File: config.mk
export PLATFORM = sky130hd
export DESIGN_NAME = sorted_list_insert_delete
export DESIGN_NICKNAME = d
export VERILOG_FILES = /design/src/rtl/slid_pkg.sv /design/src/rtl/slid_ctrl.sv /design/src/rtl/slid_dp.sv /design/src/rtl/sorted_list_insert_delete.sv
export SDC_FILE = /design/constraint.sdc
export NUM_CORES = 1
export LEC_CHECK = 0
export BUFFER_PORTS_ARGS = -buffer_cell sky130_fd_sc_hd__buf_2
export CORE_MARGIN = 3
export CORE_UTILIZATION = 59
export CTS_BUF_LIST = sky130_fd_sc_hd__clkbuf_2
export DETAILED_ROUTE_END_ITERATION = 7
export PLACE_DENSITY = 0.8
export SLEW_MARGIN = 20
export SYNTH_ARGS = -nofsm -noshare
export SYNTH_HDL_FRONTEND = slang
export SYNTH_SLANG_ARGS = --single-unit
export TNS_END_PERCENT = 100
File: constraint.sdc
create_clock -name i_clk -period 4.7 [get_ports i_clk]
set_input_delay 0.47 -clock i_clk [delete_from_list [all_inputs] [get_ports i_clk]]
set_output_delay 0.47 -clock i_clk [all_outputs]
set_load 0.005 [all_outputs]
File: src/rtl/slid_pkg.sv
`default_nettype none
// ----------------------------------------------------------------------------
// slid_pkg
// Shared constants, codes and handshake types for the sorted list block.
// ----------------------------------------------------------------------------
package slid_pkg;

    localparam int CAPACITY = 8;
    localparam int IDX_W    = (CAPACITY > 1) ? $clog2(CAPACITY) : 1;
    localparam int CNT_W    = $clog2(CAPACITY + 1);
    localparam int VAL_W    = 32;
    localparam int COUNT_W  = 4;
    localparam int STATUS_W = 2;

    // operation kinds
    localparam logic KIND_ADD = 1'b0;
    localparam logic KIND_DEL = 1'b1;

    // result status codes
    localparam logic [STATUS_W-1:0] ST_OK      = 2'd0;
    localparam logic [STATUS_W-1:0] ST_FULL    = 2'd1;
    localparam logic [STATUS_W-1:0] ST_EMPTY   = 2'd2;
    localparam logic [STATUS_W-1:0] ST_MISSING = 2'd3;

    // controller -> datapath
    typedef struct packed {
        logic load;    // capture the incoming item
        logic do_add;  // insert the held value in order
        logic do_del;  // remove the first matching entry
    } t_cmd;

    // datapath -> controller
    typedef struct packed {
        logic op_del;  // held item is a delete
        logic full;
        logic empty;
        logic found;   // held value matches a stored entry
    } t_flags;

endpackage
`default_nettype wire

File: src/rtl/slid_ctrl.sv
`default_nettype none
// ----------------------------------------------------------------------------
// slid_ctrl
// Two-state sequencer: capture an item, then execute it and report status.
// ----------------------------------------------------------------------------
module slid_ctrl (
    input  wire                              i_clk,
    input  wire                              i_rst_n,
    input  wire                              start,
    output logic                             busy,
    input  wire slid_pkg::t_flags            i_flags,
    output slid_pkg::t_cmd                   o_cmd,
    output logic                             o_done,
    output logic [slid_pkg::STATUS_W-1:0]    o_status
);

    localparam logic S_IDLE = 1'b0;
    localparam logic S_EXEC = 1'b1;

    logic                          r_state, n_state;
    logic                          r_done, n_done;
    logic [slid_pkg::STATUS_W-1:0] r_status, n_status;

    always_comb begin
        n_state     = r_state;
        n_done      = 1'b0;
        n_status    = r_status;
        o_cmd       = '0;
        unique case (r_state)
            S_IDLE: begin
                if (start) begin
                    o_cmd.load = 1'b1;
                    n_state    = S_EXEC;
                end
            end
            S_EXEC: begin
                n_state = S_IDLE;
                n_done  = 1'b1;
                priority if (i_flags.op_del) begin
                    priority if (i_flags.empty) begin
                        n_status = slid_pkg::ST_EMPTY;
                    end else if (i_flags.found) begin
                        n_status     = slid_pkg::ST_OK;
                        o_cmd.do_del = 1'b1;
                    end else begin
                        n_status = slid_pkg::ST_MISSING;
                    end
                end else if (i_flags.full) begin
                    n_status = slid_pkg::ST_FULL;
                end else begin
                    n_status     = slid_pkg::ST_OK;
                    o_cmd.do_add = 1'b1;
                end
            end
            default: begin
                n_state = S_IDLE;
            end
        endcase
    end

    always_ff @(posedge i_clk) begin
        if (!i_rst_n) begin
            r_state <= S_IDLE;
            r_done  <= 1'b0;
        end else begin
            r_state <= n_state;
            r_done  <= n_done;
        end
        r_status <= n_status;
    end

    assign busy     = (r_state == S_EXEC);
    assign o_done   = r_done;
    assign o_status = r_status;

endmodule
`default_nettype wire

File: src/rtl/slid_dp.sv
`default_nettype none
// ----------------------------------------------------------------------------
// slid_dp
// Compare-and-shift register array holding the sorted entries and fill count.
// ----------------------------------------------------------------------------
module slid_dp (
    input  wire                                   i_clk,
    input  wire                                   i_rst_n,
    input  wire slid_pkg::t_cmd                   i_cmd,
    input  wire                                   i_kind,
    input  wire  [slid_pkg::VAL_W-1:0]            i_value,
    output slid_pkg::t_flags                      o_flags,
    output logic [slid_pkg::CNT_W-1:0]            o_fill,
    output logic [slid_pkg::VAL_W-1:0]            o_smallest,
    output logic [slid_pkg::VAL_W-1:0]            o_largest
);

    logic                         r_kind;
    logic [slid_pkg::VAL_W-1:0]   r_value;
    logic [slid_pkg::VAL_W-1:0]   r_entries [slid_pkg::CAPACITY];
    logic [slid_pkg::CNT_W-1:0]   r_fill, n_fill;

    logic [slid_pkg::CAPACITY-1:0] le;    // stored entry <= held value
    logic [slid_pkg::CAPACITY-1:0] seen;  // a match at this place or before
    logic [slid_pkg::VAL_W-1:0]    ins_e [slid_pkg::CAPACITY];
    logic [slid_pkg::VAL_W-1:0]    del_e [slid_pkg::CAPACITY];
    logic [slid_pkg::IDX_W-1:0]    last_idx;

    // per-cell compares; le is a prefix because the list is sorted
    always_comb begin
        for (int k = 0; k < slid_pkg::CAPACITY; k++) begin
            le[k] = (slid_pkg::CNT_W'(k) < r_fill) &&
                    ($signed(r_entries[k]) <= $signed(r_value));
            if (k == 0) begin
                seen[k] = (r_fill != '0) && (r_entries[k] == r_value);
            end else begin
                seen[k] = seen[k-1] ||
                          ((slid_pkg::CNT_W'(k) < r_fill) && (r_entries[k] == r_value));
            end
        end
    end

    // shifted copies: insert opens a slot, delete closes the gap
    always_comb begin
        for (int k = 0; k < slid_pkg::CAPACITY; k++) begin
            if (le[k]) begin
                ins_e[k] = r_entries[k];
            end else if (k == 0) begin
                ins_e[k] = r_value;
            end else if (le[k-1]) begin
                ins_e[k] = r_value;
            end else begin
                ins_e[k] = r_entries[k-1];
            end
            if (k < slid_pkg::CAPACITY - 1 && seen[k]) begin
                del_e[k] = r_entries[k+1];
            end else begin
                del_e[k] = r_entries[k];
            end
        end
    end

    always_comb begin
        n_fill = r_fill;
        if (i_cmd.do_add) begin
            n_fill = r_fill + slid_pkg::CNT_W'(1);
        end else if (i_cmd.do_del) begin
            n_fill = r_fill - slid_pkg::CNT_W'(1);
        end
    end

    always_ff @(posedge i_clk) begin
        if (!i_rst_n) begin
            r_fill <= '0;
        end else begin
            r_fill <= n_fill;
        end
        if (i_cmd.load) begin
            r_kind  <= i_kind;
            r_value <= i_value;
        end
        for (int k = 0; k < slid_pkg::CAPACITY; k++) begin
            if (i_cmd.do_add) begin
                r_entries[k] <= ins_e[k];
            end else if (i_cmd.do_del) begin
                r_entries[k] <= del_e[k];
            end
        end
    end

    assign last_idx      = slid_pkg::IDX_W'(r_fill - slid_pkg::CNT_W'(1));
    assign o_fill        = r_fill;
    assign o_smallest    = (r_fill == '0) ? '0 : r_entries[0];
    assign o_largest     = (r_fill == '0) ? '0 : r_entries[last_idx];
    assign o_flags.op_del = (r_kind == slid_pkg::KIND_DEL);
    assign o_flags.full  = (r_fill == slid_pkg::CNT_W'(slid_pkg::CAPACITY));
    assign o_flags.empty = (r_fill == '0);
    assign o_flags.found = seen[slid_pkg::CAPACITY-1];

endmodule
`default_nettype wire

File: src/rtl/sorted_list_insert_delete.sv
`default_nettype none
// ----------------------------------------------------------------------------
// sorted_list_insert_delete
// Bounded ascending list of signed values with add and delete commands.
// ----------------------------------------------------------------------------
// An accepted item is captured, then executed in the execute state; its
// result is on the outputs with o_done high once that state has been left.
// No new item is taken while busy, which is high for the single execute
// cycle, in which the whole register array compares and shifts at once.
// Reset (i_rst_n low at a rising edge) empties the list and clears busy and
// o_done; stored values are not cleared. Results cannot be stalled.
// ----------------------------------------------------------------------------
module sorted_list_insert_delete (
    input  wire                                i_clk,
    input  wire                                i_rst_n,
    input  wire                                start,
    output logic                               busy,
    input  wire                                i_kind,
    input  wire  signed [slid_pkg::VAL_W-1:0]  i_value,
    output logic                               o_done,
    output logic [slid_pkg::STATUS_W-1:0]      o_status,
    output logic [slid_pkg::COUNT_W-1:0]       o_count,
    output logic signed [slid_pkg::VAL_W-1:0]  o_smallest,
    output logic signed [slid_pkg::VAL_W-1:0]  o_largest
);

    slid_pkg::t_cmd             cmd;
    slid_pkg::t_flags           flags;
    logic [slid_pkg::CNT_W-1:0] fill;
    logic [slid_pkg::VAL_W-1:0] smallest;
    logic [slid_pkg::VAL_W-1:0] largest;

    // sequencer: capture, execute, report
    slid_ctrl u_ctrl (
        .i_clk    (i_clk),
        .i_rst_n  (i_rst_n),
        .start    (start),
        .busy     (busy),
        .i_flags  (flags),
        .o_cmd    (cmd),
        .o_done   (o_done),
        .o_status (o_status)
    );

    // entry array; min and max read straight from the ends of the list,
    // which hold still through the result cycle
    slid_dp u_dp (
        .i_clk      (i_clk),
        .i_rst_n    (i_rst_n),
        .i_cmd      (cmd),
        .i_kind     (i_kind),
        .i_value    (i_value),
        .o_flags    (flags),
        .o_fill     (fill),
        .o_smallest (smallest),
        .o_largest  (largest)
    );

    // count carries the full fill level
    assign o_count    = slid_pkg::COUNT_W'(fill);
    assign o_smallest = smallest;
    assign o_largest  = largest;

`ifndef NO_ASSERTIONS
    // an accepted item is executed in the very next cycle
    a_accept_exec: assert property (@(posedge i_clk) disable iff (!i_rst_n)
        (start && !busy) |=> busy)
        else $error("accepted item did not enter execute");

    // every execute cycle is followed by exactly one result strobe
    a_exec_done: assert property (@(posedge i_clk) disable iff (!i_rst_n)
        busy |=> (o_done && !busy))
        else $error("execute cycle not followed by a result");

    // a result never appears without an item having executed
    a_done_src: assert property (@(posedge i_clk) disable iff (!i_rst_n)
        o_done |-> $past(busy))
        else $error("result without a preceding execute");

    // a successful delete drops the fill by one
    a_fill_step: assert property (@(posedge i_clk) disable iff (!i_rst_n)
        (busy && cmd.do_del) |=> (fill == $past(fill) - slid_pkg::CNT_W'(1)))
        else $error("delete did not reduce the fill level");
`endif

endmodule
`default_nettype wire
==> run summary, run 1 <==
Status: complete, no violations
Worst Path Required: 5.39 ns
Relative slew slack: 0.200
Critical path class: register to register
Rows: 71
Dominant cells by area after synthesis: edfxtp_1 (38%), ha_1 (14%), a21oi_1 (7.3%)
Final wirelength: 78100 um
Gpl congestion: 0.975
Die Ht: 202 um
Wire per inst: 27.2 um
Worst-Margin Slew: 1.20 ns
CTS buffer count: 81
Worst Path Arrival: 5.14 ns
Endpoints failing hold: 0
Synth Area per Inst: 10.5 sq um
Clock slew at reported path FFs: 0.09 ns
Cell Chain, Critical Path: inv_1 -> ha_1 -> nand4_1 -> nor4_1 -> and3_1 -> a2111oi_4 -> a41oi_2 -> nand3_4 -> o22ai_4 -> buf_4
Yosys Warn Count: 0
CP max FO: 22
Sequential area share after synthesis: 0.389
Iter 0 DRT Violations: 2435
Worst setup SP type: register
Clock sink count: 297
Starting density of the core: 0.601
DP HPWL: 53900 um
Vias in the first global route: 19.4k
Clock buffer depth: 3
R2R depth: 10
CP Capture Type: register
Post-route DRC violation count: 0
Layout area overhead: 9.84%
Period Utilization, post-route: 0.946
Buf+Inv Stages, Crit Path: 2
FF-to-FF setup slack: 0.25 ns
Reg2reg start: u_dp.r_value[25]
Main synth FF type: edfxtp_1
Post-Syn Area: 22800 sq um
Core area: 37800 sq um
Root buffer cell: clkbuf_2
Grt total ovfl: 0
Worst path slowest cell: nor4_1
Hold_sp: i_value[1]
Global-route wire length before repair: 118000 um
Pwr dens: 240 nW/um^2
Initial antenna violation count: 2
H-tree levels: 3
Final setup viols: 0
Peak VDD IR: 0.189 mV
Cell variety after synth: 76
Worst Skew: 0.0717 ns
Max Clock Freq: 225 MHz
Seq cells post-synth: 297
Syn nets: 2456
Nets@finish: 2594
Via-per-instance ratio: 6.80
CP max stage delay: 0.81 ns
Worst Hold End: u_dp.r_value[1]
CP delay by family, top: simple AND/OR/NAND/NOR gates
Setup TNS: 0 ns
Largest net degree at the start of global routing: 86
Syn Inst Count: 2161
Asr flop ratio synth: 0
Maxcap violations: 0
Die width: 202 um
Clk_lat worst skew: 1.10 ns
Die Area: 41000 sq um
Drt pass-1 iters: 6
I/O pin count: 108
Area share of the largest cell type after synthesis: 0.384
Cell accounting for the most synthesized area: edfxtp_1
Tmin final: 4.45 ns
Vias post-DR: 19.5k
Post-synth EDFFs: 291
CTS tree: yes
Fin. max-slew vios: 0
Layout cells sized above 1: 0.223
Worst hold stages: 2
RR Endpoint: u_dp.r_entries[2][9]
GRT Total Usage: 0.380
Detail Route Antenna Nets: 0
Leak: 10.1 nW
Port Buffers: 107
Util after Layout: 0.660
RSZ-0062 raised after global routing: false
HP Class: input port to register
==> worst reg2reg max path, stage by stage, from the launching register on <==
cell and delay (ns):
edfxtp_1 0.52, inv_1 0.28, ha_1 0.38, nand4_1 0.17
nor4_1 0.81, and3_1 0.40, a2111oi_4 0.09, a41oi_2 0.35
nand3_4 0.35, o22ai_4 0.30, buf_4 0.43
==> sequential cells by signal, summed over array words and instances, names as in the netlist <==
| signal | count |
|---|---|
| u_ctrl.o_done | 1 |
| u_dp.r_entries | 256 |
| u_dp.r_kind | 1 |
| u_dp.r_value | 32 |
| u_dp.o_fill | 4 |
| u_ctrl.busy | 1 |
| u_ctrl.o_status | 2 |
==> per-layer routing <==
metal	global-route usage	up-vias	wire length, um
li1	-	8512	-
met1	0.497	9217	28600
met2	0.593	1466	35500
met3	0.0900	318	9390
met4	0.193	0	4610
met5	0	-	0
==> per-stage QoR <==
stage | hold WS, ns | setup slack (ns) | cells | area [sq um] | total power [mW]
after floorplan | 0.501 | -0.0257 | 2161 | 22800 | 3.65
after global placement | 0.606 | 0.472 | 2690 | 23800 | 3.94
after detailed placement | 0.615 | 0.374 | 2691 | 23900 | 3.97
after CTS | 0.00423 | 0.321 | 2867 | 25000 | 5.99
after global routing | 0.0215 | 0.0248 | 2871 | 25000 | 6.23
final | 0.0998 | 0.253 | 2871 | 25000 | 5.99
==> Yosys cell counts (4+ instances only) <==
cell type  number
a211oi_1        8
buf_2          32
mux4_2         64
buf_1          13
nor2b_1        16
o21a_1          7
nor4_1         10
o211ai_1       10
nand3_1        27
a21o_1         32
buf_6           5
buf_12          6
o21ai_2        66
dfxtp_1         6
clkbuf_1       74
and3_1          5
nand2b_1        7
o21ai_0        41
ha_1          259
o31ai_1         4
nor2_1        186
nand2_1       171
mux2i_1       162
and2_1         38
mux2_2         32
edfxtp_1      291
inv_1          50
a21boi_0        4
buf_4          10
a21oi_1       330
nand4_1        72
nor3_1         19
nand2_2        38
==> logic make-up after synthesis <==
| kind of cell | share of synthesized area |
|---|---|
| AO/OA/AOI/OAI | 0.142 |
| XOR/XNOR | 0.00116 |
| adder cells (fa/ha/maj) | 0.142 |
| buffers and inverters | 0.0414 |
| flip-flops | 0.389 |
| multiplexers | 0.150 |
| AND/OR/NAND/NOR | 0.133 |
==> power breakdown <==
group	switching (mW)	internal [mW]
clock network	1.18	0.849
registers	0.111	2.98
logic	0.517	0.357
==> how the worst max path moves through the flow <==
stage / start / end / slack, ns / depth (start not counted)
floorplan: u_dp.r_value[23] / u_dp.r_entries[2][0] / -0.03 / 12
global placement: u_dp.r_value[27] / u_dp.r_entries[2][14] / 0.47 / 10
detailed placement: u_dp.r_value[25] / u_dp.r_entries[2][5] / 0.37 / 10
CTS: u_dp.r_value[25] / u_dp.r_entries[2][9] / 0.32 / 10
global route: u_dp.r_value[25] / u_dp.r_entries[2][8] / 0.02 / 10
finish: u_dp.r_value[25] / u_dp.r_entries[2][9] / 0.25 / 10
==> repair_timing <==
item,in CTS,in global routing
gates resized for setup,0,0
buffers inserted,0,0
hold buffers,36,0
hold endpoints to repair,53,0
==> layout make-up <==
cell class / count / area [sq um]
Antenna cell: 4 / 10.0
Clock buffer: 123 / 616
Clock inverter: 17 / 143
Fill cell: 2983 / 12900
Inverter: 50 / 188
Multi-Input combinational cell: 1673 / 13100
Sequential cell: 297 / 8860
Tap cell: 511 / 639
Timing Repair Buffer: 196 / 1390
==> cells in the final DEF (no fill, tap or decap), drive strengths merged, types with 5 or more instances in the layout <==
cell type	netlist	final
nand3	28	28
a21oi	330	330
mux4	64	64
inv	50	53
a21o	32	32
nor4	14	14
clkinv	0	11
nand2b	7	7
ha	259	259
clkbuf	74	123
nor2b	16	16
nand4	73	73
nor3	20	20
mux2	32	32
dfxtp	6	6
and3	5	5
o211ai	10	10
buf	67	160
and2	38	38
nor2	187	187
a211oi	9	9
mux2i	162	162
nand2	209	209
o31ai	5	5
dlygate4sd3	0	36
o21a	7	7
edfxtp	291	291
o21ai	108	108
(Power assumes the default switching activity.)
==> inputs of run 2 (changes only) <==
clock period = 3.8 ns   (was 4.7 ns; I/O delays follow)
==> run 2 against run 1 <==
Via count increased by 3.3%. Clock power up 13%. Sequential cell count is the same. Non-clock buffer count rose by 110. Core utilization is 2.6 points higher. Die area unchanged. Global-route usage barely moved. Sequential share of layout area down 1.3 points. Count of clock-buffer cells in the layout fell by 4. Worst hold slack worse by 0.035 ns. Sequential power rose by 22%. Maximum frequency is 18% higher. Critical path type unchanged. Largest power group unchanged.
==> run summary, run 2 (synthesis gave the netlist of run 1 again) <==
Status: complete, no violations
Placed Cells: 2775
Setup TNS: 0 ns
Layout area overhead: 14.2%
Worst setup SP type: register
Commonest non-fill, non-tap cell in the layout: a21oi_1
Pre-CTS setup slack: 0.0856 ns
Die Area: 41000 sq um
CP Capture Type: register
CP max FO: 12
Setup WS post-layout: 0.0253 ns
Most frequent cells in the layout: a21oi_1 (328), edfxtp_1 (291), ha_1 (258), nor2_1 (184), nand2_1 (171)
Clk_lat worst skew: 1.03 ns
Hold Worst Slack: 0.0653 ns
Rows: 71
Post-route DRC violation count: 0
GRT Total Usage: 0.379
CP max stage delay: 0.46 ns
Critical path class: register to register
Vias post-DR: 20.2k
Fin. max-slew vios: 0
Worst-Margin Slew: 0.890 ns
Largest Register: u_dp.r_entries
CTS tree: yes
I/O pin count: 108
Root buffer cell: clkbuf_2
Core area: 37800 sq um
Final setup viols: 0
Port Buffers: 107
Grt total ovfl: 0
Worst Path Arrival: 4.50 ns
Die Ht: 202 um
Final wirelength: 78600 um
Gpl congestion: 1.01
CP delay by family, top: compound AO/OA/AOI/OAI gates
Buf+Inv Stages, Crit Path: 3
Wire per inst: 26.5 um
Non-filler cells, final: 2970
Overall Power: 7.29 mW
Tmin final: 3.77 ns
Global-route wire length before repair: 119000 um
Leak: 10.7 nW
Maxcap violations: 0
Endpoints failing hold: 0
Clock buffer depth: 3
Iter 0 DRT Violations: 2755
Peak VDD IR: 0.258 mV
H-tree levels: 3
Cell Chain, Critical Path: clkinvlp_4 -> buf_4 -> ha_1 -> nand2_1 -> o21ai_0 -> a21oi_1 -> o21ai_0 -> mux2i_1 -> a211oi_4 -> buf_4 -> mux2i_1 -> o21ai_2
Worst path slowest cell: a211oi_4
CTS buffer count: 82
Detail Route Antenna Nets: 0
Layout cells sized above 1: 0.259
Relative slew slack: 0.407
Period Utilization, post-route: 0.993
Nets@finish: 2706
Largest register FFs: 256
Worst Path Required: 4.53 ns
Pwr dens: 281 nW/um^2
Clock slew at reported path FFs: 0.10 ns
Drt pass-1 iters: 5
Starting density of the core: 0.601
Via-per-instance ratio: 6.78
Clock sink count: 297
HP Class: input port to register
Vias in the first global route: 19.9k
Max Clock Freq: 265 MHz
Largest net degree at the start of global routing: 66
DP HPWL: 56100 um
Initial antenna violation count: 3
Die width: 202 um
Worst Skew: 0.0706 ns
run 2: changes by cell type in the layout (fill, tap and decap cells not counted), moves of 3 or more:
| cell | change |
|---|---|
| clkinvlp_4 | +3 |
| buf_4 | +90 |
| buf_6 | +4 |
| clkinv_1 | -3 |
| inv_1 | -3 |
| buf_12 | +15 |
| clkbuf_2 | -4 |
run 2: cell type report:
| cell class | count | area [sq um] |
|---|---|---|
| multi-input cells | 1674 | 13200 |
| fillers | 2920 | 11900 |
| flip-flops and latches | 297 | 8860 |
| repair buffers | 306 | 2420 |
| well taps | 511 | 639 |
| clock buffers | 119 | 596 |
| inverters | 50 | 199 |
| clock inverters | 11 | 68.8 |
| diodes | 2 | 5.00 |
run 2: repair_timing:
item	in CTS	in global routing
hold buffers	36	0
setup endpoints to repair	28	267
hold endpoints to repair	60	0
resized for setup	3	10
pin swaps	3	5
cloned	1	1
setup buffers	4	21
run 2: power by group:
part	leakage (nW)	switching, mW	total [mW]	internal (mW)
logic	7.41	0.704	1.21	0.509
registers	2.72	0.101	3.78	3.68
clock network	0.529	1.41	2.29	0.880
run 2: worst paths after layout:
path / slack [ns] / from / cells after the start / end
hold reg to reg: 0.62 / u_dp.r_entries[1][22] / 2 / u_dp.r_entries[0][22]
setup reg to reg: 0.03 / u_dp.r_value[26] / 12 / u_dp.r_entries[4][2]
setup / recovery: 0.03 / u_dp.r_value[26] / 12 / u_dp.r_entries[4][2]
hold / removal: 0.07 / i_value[24] / 2 / u_dp.r_value[24]
run 2: routing by layer:
metal / vias up / part of all wire / GRT usage
met3: 281 / 0.11 / 0.0826
met5: - / 0 / 0
met2: 1470 / 0.46 / 0.607
li1: 8714 / - / -
met1: 9685 / 0.37 / 0.489
met4: 0 / 0.056 / 0.194
run 2: stage by stage:
step | utilization | instance area, sq um
after floorplan | - | 22800
after global placement | 0.651 | 24600
after detailed placement | 0.651 | 24600
after CTS | 0.680 | 25700
after global routing | 0.686 | 26000
final | 0.686 | 26000
